**config.mk**
```make
export PLATFORM = sky130hd
export DESIGN_NAME = dual_ema_touch_detector_core
export DESIGN_NICKNAME = d
export VERILOG_FILES = /design/src/rtl/dema_pkg.sv /design/src/rtl/dema_cfg_regs.sv /design/src/rtl/dema_ema.sv /design/src/rtl/dual_ema_touch_detector_core.sv
export SDC_FILE = /design/constraint.sdc
export NUM_CORES = 2
export LEC_CHECK = 0
export BUFFER_PORTS_ARGS = -buffer_cell sky130_fd_sc_hd__buf_2
export CAP_MARGIN = 20
export CORE_MARGIN = 5
export CORE_UTILIZATION = 54
export DETAILED_ROUTE_END_ITERATION = 10
export PLACE_DENSITY = 0.82
export SYNTH_ARGS = -nofsm -noshare
export SYNTH_HDL_FRONTEND = slang
export SYNTH_HIERARCHICAL = 1
export SYNTH_SLANG_ARGS = --single-unit
```
**constraint.sdc**
```tcl
create_clock -name clk -period 19.5 [get_ports clk]
set_input_delay 4.875 -clock clk [delete_from_list [all_inputs] [get_ports clk]]
set_output_delay 4.875 -clock clk [all_outputs]
set_load 0.01 [all_outputs]
```
**src/rtl/dema_pkg.sv**
```systemverilog
// ----------------------------------------------------------------------------
// dema_pkg
// shared constants and register indexes for the dual average touch detector
// ----------------------------------------------------------------------------
`default_nettype none

package dema_pkg;

  // gains are unsigned Q0.16
  localparam int GAIN_BITS = 16;

  localparam int CFG_INDEX_BITS = 2;

  typedef enum logic [CFG_INDEX_BITS-1:0] {
    REG_SLOW_GAIN         = 2'd0,
    REG_FAST_GAIN         = 2'd1,
    REG_TRIGGER_THRESHOLD = 2'd2,
    REG_SAMPLE_LIMIT      = 2'd3
  } cfg_reg_t;

  localparam logic [GAIN_BITS-1:0] SLOW_GAIN_RESET = 16'd524;
  localparam logic [GAIN_BITS-1:0] FAST_GAIN_RESET = 16'd13107;
  localparam logic [31:0]          THRESHOLD_RESET = 32'd10000;
  localparam logic [31:0]          LIMIT_RESET     = 32'd40000000;

  localparam int TIME_BITS = 32;

endpackage

`default_nettype wire

```
**src/rtl/dema_cfg_regs.sv**
```systemverilog
// ----------------------------------------------------------------------------
// dema_cfg_regs
// configuration register file: gains, trigger threshold and sample limit
// ----------------------------------------------------------------------------
`default_nettype none

module dema_cfg_regs #(
  parameter int SAMPLE_BITS = 28,
  parameter int CFG_BITS    = 28
) (
  input  logic                                  clk,
  input  logic                                  rst,
  input  logic                                  cfg_valid,
  output logic                                  cfg_ready,
  input  logic [dema_pkg::CFG_INDEX_BITS-1:0]   cfg_index,
  input  logic [CFG_BITS-1:0]                   cfg_data,
  output logic [dema_pkg::GAIN_BITS-1:0]        slow_gain,
  output logic [dema_pkg::GAIN_BITS-1:0]        fast_gain,
  output logic [SAMPLE_BITS-1:0]                trigger_threshold,
  output logic [SAMPLE_BITS-1:0]                sample_limit
);

  assign cfg_ready = 1'b1;

  always_ff @(posedge clk) begin
    if (rst) begin
      slow_gain         <= dema_pkg::SLOW_GAIN_RESET;
      fast_gain         <= dema_pkg::FAST_GAIN_RESET;
      trigger_threshold <= dema_pkg::THRESHOLD_RESET[SAMPLE_BITS-1:0];
      sample_limit      <= dema_pkg::LIMIT_RESET[SAMPLE_BITS-1:0];
    end else if (cfg_valid) begin
      case (dema_pkg::cfg_reg_t'(cfg_index))
        dema_pkg::REG_SLOW_GAIN:         slow_gain <= cfg_data[dema_pkg::GAIN_BITS-1:0];
        dema_pkg::REG_FAST_GAIN:         fast_gain <= cfg_data[dema_pkg::GAIN_BITS-1:0];
        dema_pkg::REG_TRIGGER_THRESHOLD: trigger_threshold <= cfg_data[SAMPLE_BITS-1:0];
        dema_pkg::REG_SAMPLE_LIMIT:      sample_limit <= cfg_data[SAMPLE_BITS-1:0];
        default: begin
        end
      endcase
    end
  end

endmodule

`default_nettype wire

```
**src/rtl/dema_ema.sv**
```systemverilog
// ----------------------------------------------------------------------------
// dema_ema
// one exponential average: holds the average and works out its next value
// ----------------------------------------------------------------------------
`default_nettype none

module dema_ema #(
  parameter int SAMPLE_BITS   = 28,
  parameter int FRACTION_BITS = 16
) (
  input  logic                                        clk,
  input  logic                                        rst,
  input  logic                                        update,
  input  logic [SAMPLE_BITS-1:0]                      sample,
  input  logic [dema_pkg::GAIN_BITS-1:0]              gain,
  output logic [SAMPLE_BITS+FRACTION_BITS-1:0]        average_next
);

  localparam int AVG_BITS  = SAMPLE_BITS + FRACTION_BITS;
  localparam int PROD_BITS = AVG_BITS + dema_pkg::GAIN_BITS + 2;

  logic [AVG_BITS-1:0]          average;
  logic [AVG_BITS-1:0]          sample_big;
  logic signed [AVG_BITS:0]     delta;
  logic signed [PROD_BITS-1:0]  product;
  logic signed [AVG_BITS+1:0]   step;
  logic signed [AVG_BITS+1:0]   sum;
  logic [AVG_BITS-1:0]          blended;

  // avg + floor(g * (X - avg) / 2^16) approximates the weighted blend, truncated
  always_comb begin
    sample_big = {sample, {FRACTION_BITS{1'b0}}};
    delta      = $signed({1'b0, sample_big}) - $signed({1'b0, average});
    product    = delta * $signed({1'b0, gain});
    step       = product[PROD_BITS-1:dema_pkg::GAIN_BITS];
    sum        = $signed({2'b00, average}) + step;
    blended    = sum[AVG_BITS-1:0];
    if (!update) begin
      average_next = average;
    end else if (average == '0) begin
      // seed with the first nonzero sample
      average_next = sample_big;
    end else begin
      average_next = blended;
    end
  end

  always_ff @(posedge clk) begin
    if (rst) begin
      average <= '0;
    end else begin
      average <= average_next;
    end
  end

endmodule

`default_nettype wire

```
**src/rtl/dual_ema_touch_detector_core.sv**
```systemverilog
// ----------------------------------------------------------------------------
// dual_ema_touch_detector_core
// slow and fast averages of capacitance samples with touch / release events
// ----------------------------------------------------------------------------
// a request passes the input register, then the result register, on its way to the result
// throughput: one request per cycle while the output is not stalled; both averages update in one registered step
// reset (rst, synchronous): averages and held reading cleared, minimum all ones,
// maximum zero, released, registers back to their defaults
`default_nettype none

module dual_ema_touch_detector_core #(
  parameter int SAMPLE_BITS   = 28,
  parameter int FRACTION_BITS = 16
) (
  input  logic                                   clk,
  input  logic                                   rst,
  input  logic                                   s_tvalid,
  output logic                                   s_tready,
  // sample, time_ms
  input  logic [((SAMPLE_BITS+dema_pkg::TIME_BITS+7)/8)*8-1:0]   s_tdata,
  // in_time
  input  logic [0:0]                             s_tuser,
  output logic                                   m_tvalid,
  input  logic                                   m_tready,
  // reading_held, event_difference, event_time, min_reading, max_reading
  output logic [((4*SAMPLE_BITS+dema_pkg::TIME_BITS+7)/8)*8-1:0] m_tdata,
  // event_valid, event_touch
  output logic [1:0]                             m_tuser,
  input  logic                                   cfg_valid,
  output logic                                   cfg_ready,
  input  logic [dema_pkg::CFG_INDEX_BITS-1:0]    cfg_index,
  input  logic [((SAMPLE_BITS > 16) ? SAMPLE_BITS : 16)-1:0] cfg_data
);

  localparam int SB       = SAMPLE_BITS;
  localparam int TB       = dema_pkg::TIME_BITS;
  localparam int AVG_BITS = SAMPLE_BITS + FRACTION_BITS;
  localparam int CFG_BITS = (SAMPLE_BITS > 16) ? SAMPLE_BITS : 16;

  logic [dema_pkg::GAIN_BITS-1:0] slow_gain;
  logic [dema_pkg::GAIN_BITS-1:0] fast_gain;
  logic [SB-1:0]                  trigger_threshold;
  logic [SB-1:0]                  sample_limit;

  dema_cfg_regs #(
    .SAMPLE_BITS (SAMPLE_BITS),
    .CFG_BITS    (CFG_BITS)
  ) u_cfg (
    .clk               (clk),
    .rst               (rst),
    .cfg_valid         (cfg_valid),
    .cfg_ready         (cfg_ready),
    .cfg_index         (cfg_index),
    .cfg_data          (cfg_data),
    .slow_gain         (slow_gain),
    .fast_gain         (fast_gain),
    .trigger_threshold (trigger_threshold),
    .sample_limit      (sample_limit)
  );

  // input register
  logic          in_valid;
  logic [SB-1:0] in_sample;
  logic          in_on_time;
  logic [TB-1:0] in_time_ms;
  logic          advance;
  logic          step;

  assign advance  = !m_tvalid || m_tready;
  assign s_tready = !in_valid || advance;
  assign step     = in_valid && advance;

  always_ff @(posedge clk) begin
    if (rst) begin
      in_valid <= 1'b0;
    end else if (s_tready) begin
      in_valid <= s_tvalid;
    end
  end

  always_ff @(posedge clk) begin
    if (s_tvalid && s_tready) begin
      in_sample  <= s_tdata[SB-1:0];
      in_time_ms <= s_tdata[SB+TB-1:SB];
      in_on_time <= s_tuser[0];
    end
  end

  logic accepted;
  logic avg_update;
  assign accepted   = step && in_on_time && (in_sample < sample_limit);
  assign avg_update = accepted && (in_sample != '0);

  logic [AVG_BITS-1:0] slow_next;
  logic [AVG_BITS-1:0] fast_next;

  dema_ema #(
    .SAMPLE_BITS   (SAMPLE_BITS),
    .FRACTION_BITS (FRACTION_BITS)
  ) u_slow (
    .clk          (clk),
    .rst          (rst),
    .update       (avg_update),
    .sample       (in_sample),
    .gain         (slow_gain),
    .average_next (slow_next)
  );

  dema_ema #(
    .SAMPLE_BITS   (SAMPLE_BITS),
    .FRACTION_BITS (FRACTION_BITS)
  ) u_fast (
    .clk          (clk),
    .rst          (rst),
    .update       (avg_update),
    .sample       (in_sample),
    .gain         (fast_gain),
    .average_next (fast_next)
  );

  // touch decision on the freshly updated averages
  logic                positive;
  logic [AVG_BITS-1:0] magnitude;
  logic [AVG_BITS-1:0] threshold_big;
  logic                touch;
  logic                touch_next;
  logic                event_fire;

  always_comb begin
    positive      = slow_next >= fast_next;
    magnitude     = positive ? slow_next - fast_next : fast_next - slow_next;
    threshold_big = {trigger_threshold, {FRACTION_BITS{1'b0}}};
    touch_next    = touch;
    event_fire    = 1'b0;
    if (accepted) begin
      if (!touch && magnitude < threshold_big) begin
        touch_next = 1'b1;
        event_fire = 1'b1;
      end else if (touch && positive && magnitude > threshold_big) begin
        touch_next = 1'b0;
        event_fire = 1'b1;
      end
    end
  end

  // held reading, min, max and touch state double as the result fields:
  // they only move when a result is loaded
  logic          ev_valid;
  logic [SB-1:0] ev_difference;
  logic [TB-1:0] ev_time;
  logic [SB-1:0] held_reading;
  logic [SB-1:0] running_min;
  logic [SB-1:0] running_max;

  always_ff @(posedge clk) begin
    if (rst) begin
      held_reading <= '0;
      running_min  <= '1;
      running_max  <= '0;
      touch        <= 1'b0;
    end else begin
      touch <= touch_next;
      if (accepted) begin
        held_reading <= in_sample;
        if (in_sample < running_min) begin
          running_min <= in_sample;
        end
        if (in_sample > running_max) begin
          running_max <= in_sample;
        end
      end
    end
  end

  always_ff @(posedge clk) begin
    if (rst) begin
      m_tvalid <= 1'b0;
    end else if (step) begin
      m_tvalid <= 1'b1;
    end else if (m_tready) begin
      m_tvalid <= 1'b0;
    end
  end

  always_ff @(posedge clk) begin
    if (step) begin
      ev_valid      <= event_fire;
      ev_difference <= event_fire ? magnitude[AVG_BITS-1:FRACTION_BITS] : '0;
      ev_time       <= event_fire ? in_time_ms : '0;
    end
  end

  always_comb begin
    m_tdata                             = '0;
    m_tdata[SB-1:0]                     = held_reading;
    m_tdata[2*SB-1:SB]                  = ev_difference;
    m_tdata[2*SB+TB-1:2*SB]             = ev_time;
    m_tdata[3*SB+TB-1:2*SB+TB]          = running_min;
    m_tdata[4*SB+TB-1:3*SB+TB]          = running_max;
    m_tuser                             = {touch, ev_valid};
  end

endmodule

`default_nettype wire
```
==> summary.md <==
| Metric | Value |
|---|---|
| Status | `finished, final reports clean` |
| Nets | `11400` |
| Crit path to | `ev_difference[14]$_SDFFCE_PN0P_` |
| Worst reg2reg path startpoint | `in_sample[0]$_DFFE_PP_` |
| Warnings, synthesis | `6` |
| DRT Pass-1 Iters | `6` |
| Critical Path Source | `in_sample[0]$_DFFE_PP_` |
| Post-Synthesis Cells | `9267` |
| Max incr delay on CP | `approximately 0.66 ns` |
| Startpoint types | `flop` |
| Simple-gate area share of the yosys netlist | `17.2%` |
| Synth top area share | `between 30% and 40%` |
| Vias post-DR | `65800` |
| Cell Rows | `140` |
| Routability cong. | `~0.99` |
| Die Y | `between 300 and 400 um` |
| Non-filler cells, final | `around 11000` |
| Final setup TNS | `0 ns` |
| CP Data Required Time | `between 15 and 20 ns` |
| Most frequent CP cell | `o21ai_0` |
| Async S/R FF share, synth | `0%` |
| Critical-path maximum fanout | `13` |
| CTS Sinks | `between 300 and 400` |
| Setup ws final | `0.794 ns` |
| CTS tree | `yes` |
| Hold_buf cts | `0` |
| Layout fillers | `around 12000` |
| Final Hold Vio Count | `0` |
| First-pass GRT wire length | `approximately 380000 um` |
| Syn Nets | `around 11000` |
| Initial antenna violation count | `19` |
| Compound-Gate Fraction of Synth Area | `10.9%` |
| Post-route ant nets | `0` |
| Share of layout cells above drive strength 1 | `between 6 and 7%` |
| Post-Synth Adder-Cell Area | `between 40% and 50%` |
| Setup violators final | `0` |
| Area grow syn2layout | `6.08%` |
| Yosys reg bits | `385` |
| Initial Utilization | `54.4%` |
| Least-Margin Pin Slew | `roughly 1.2 ns` |
| Cells on worst reg2reg path | `between 60 and 70` |
| Largest family of logic cells by synthesized area | `adder cells` |
| Post-CTS setup buffers | `0` |
| Fin Clk Skew | `around 0.027 ns` |
| Critical path type | `flop to flop` |
| Area contributors post-synth | `fa_1, ha_1, inv_1, dfxtp_1, nand2_1` |
| Die width | `between 300 and 400 um` |
| Max-cap viol count | `0` |
| Placed Cells | `~11000` |
| Seq/Total Area, Yosys | `a little under an eighth` |
| I/O pin total | `roughly 250` |
| Post-synthesis mux area share | `2.68%` |
| Routed Wire Length | `about 240000 um` |
| Largest net degree at the start of global routing | `roughly 100` |
| PortBufs | `approximately 240` |
| Worst skew pair latency | `0.59 ns` |
| Most frequent cells after synthesis | `inv_1, fa_1, nand2_1` |
| XOR/XNOR share of the synthesized area | `approximately 3.2%` |
| Total global-route track usage | `31.4%` |
| Crit path arrival time | `19.04 ns` |
| Slowest cell on crit path | `o31ai_1` |
| Setup WS pre-CTS | `1.70 ns` |
| Fin crit share | `95.9%` |
| Initial DRC count | `~6000` |
| DP HPWL | `about 190000 um` |
| Vias per cell | `between 5 and 6` |
| CTS max path bufs | `3` |
| Worst r2r dst | `ev_difference[14]$_SDFFCE_PN0P_` |
| Core Util, Final | `57.7%` |
| RSZ-0062 raised after global routing | `no` |
| Grt total ovfl | `0` |
| CTS buffer count | `43` |
| H-tree depth | `2` |
| Final Critical Period | `18.71 ns` |
| Avg Inst Size Synth | `8.54 um2` |
| Synth unique cells | `123` |
| Drt drc | `0` |
| Cell taking the most area after synthesis | `fa_1` |
| Main synth FF type | `dfxtp_1` |
| Final slew viol count | `0` |
| Synthesized cell area | `slightly below 80000 um2` |
| Worst Hold Class | `flop to flop` |
| Core box area | `~150000 um2` |
| CTS-repair resized insts | `0` |
| Routed WL per cell | `between 20 and 25 um` |
| Top-count cell post-synth | `inv_1` |
| Vias in the first global route | `around 69000` |
| Area of the die | `154000 um2` |
| Worst reg2reg setup slack | `between 0.7 and 0.8 ns` |
| Post-synth EDFFs | `122` |
| CP Capture Type | `flop` |
| Clk slew on worst S/H paths | `roughly 0.06 ns` |
| Max-slew headroom | `between 20% and 30%` |
| Root Buffer | `clkbuf_16` |
| Max Fclk | `roughly 53 MHz` |
-- placed cells by master (no fill, tap or decap), types with 185 or more instances in the layout --
cell / instances
mux2i_1: 207
dfxtp_1: 256
xnor2_1: 191
buf_2: 242
and2_1: 603
nor2_1: 287
a21o_1: 185
buf_4: 187
inv_1: 1944
fa_1: 1318
nand2_1: 1245
o21ai_0: 193
a21oi_1: 387
ha_1: 621
-- worst max-delay path: cells and delay by family (launching register included) --
family	cells	cell delay, ns
AOI/OAI and AO/OA	20	5.99
xor gates and xnor gates	4	1.05
adders and majority gates	11	4.91
buffers and inverters	7	0.79
DFF	1	0.57
muxes	2	0.50
and+or+nand+nor	19	4.59
-- cell type report --
type | count | area [um2] | area share [%]
tap | 1917 | 2400 | 2.86
antenna | 13 | 32.5 | 0.0388
multi-input combinational | 6505 | 61200 | 72.9
clock inverter | 18 | 208 | 0.247
sequential | 385 | 8940 | 10.6
clock buffer | 62 | 1230 | 1.47
timing repair buffer | 432 | 2660 | 3.17
inverter | 1947 | 7310 | 8.71
-- cells by family after synthesis --
kind of cell / count (synthesis)
AO/OA/AOI/OAI: 1287
XOR/XNOR: 284
adder cells (fa/ha/maj): 1939
buffers and inverters: 2377
flip-flops: 385
multiplexers: 210
other: 1
AND/OR/NAND/NOR: 2784
-- through the flow --
| step | hold slack [ns] | instance area, um2 |
|---|---|---|
| floorplan | 0.447 | 79100 |
| global placement | 0.457 | 82500 |
| detailed placement | 0.463 | 82500 |
| CTS | 0.473 | 83900 |
| global route | 0.489 | 83900 |
| finish | 0.473 | 83900 |
-- how the worst min path moves through the flow --
stage | start | endpoint | slack (ns) | depth (start not counted)
2_1_floorplan | u_cfg/fast_gain[2]$_SDFFE_PP0P_ | u_cfg/fast_gain[2]$_SDFFE_PP0P_ | 0.45 | 2
3_3_place_gp | running_max[26]$_SDFFE_PP0P_ | running_max[26]$_SDFFE_PP0P_ | 0.46 | 2
3_5_place_dp | running_max[26]$_SDFFE_PP0P_ | running_max[26]$_SDFFE_PP0P_ | 0.46 | 2
4_1_cts | running_max[26]$_SDFFE_PP0P_ | running_max[26]$_SDFFE_PP0P_ | 0.47 | 2
5_1_grt | running_max[23]$_SDFFE_PP0P_ | running_max[23]$_SDFFE_PP0P_ | 0.49 | 2
6_report | running_max[26]$_SDFFE_PP0P_ | running_max[26]$_SDFFE_PP0P_ | 0.47 | 2
-- metal layers --
metal  routed length, um  track usage (%)  vias up  part of all wire, %
li1                    -                -    29100                    -
met1               91800             39.7    32500                   38
met2              111000             51.2     3410                   46
met3               23300             5.99      815                  9.6
met4               15300             16.7        8                  6.3
met5                 146            0.478        -                0.060
-- state kept, by name, summed over array words and instances (netlist names), 32 cells and up --
signal / flops
ev_time: 32
in_time_ms: 32
u_slow/average: 44
u_fast/average: 44
Power is left out: the tool's default activity adds up to more than one toggle a clock period on the data nets, which glitch-free logic cannot reach.
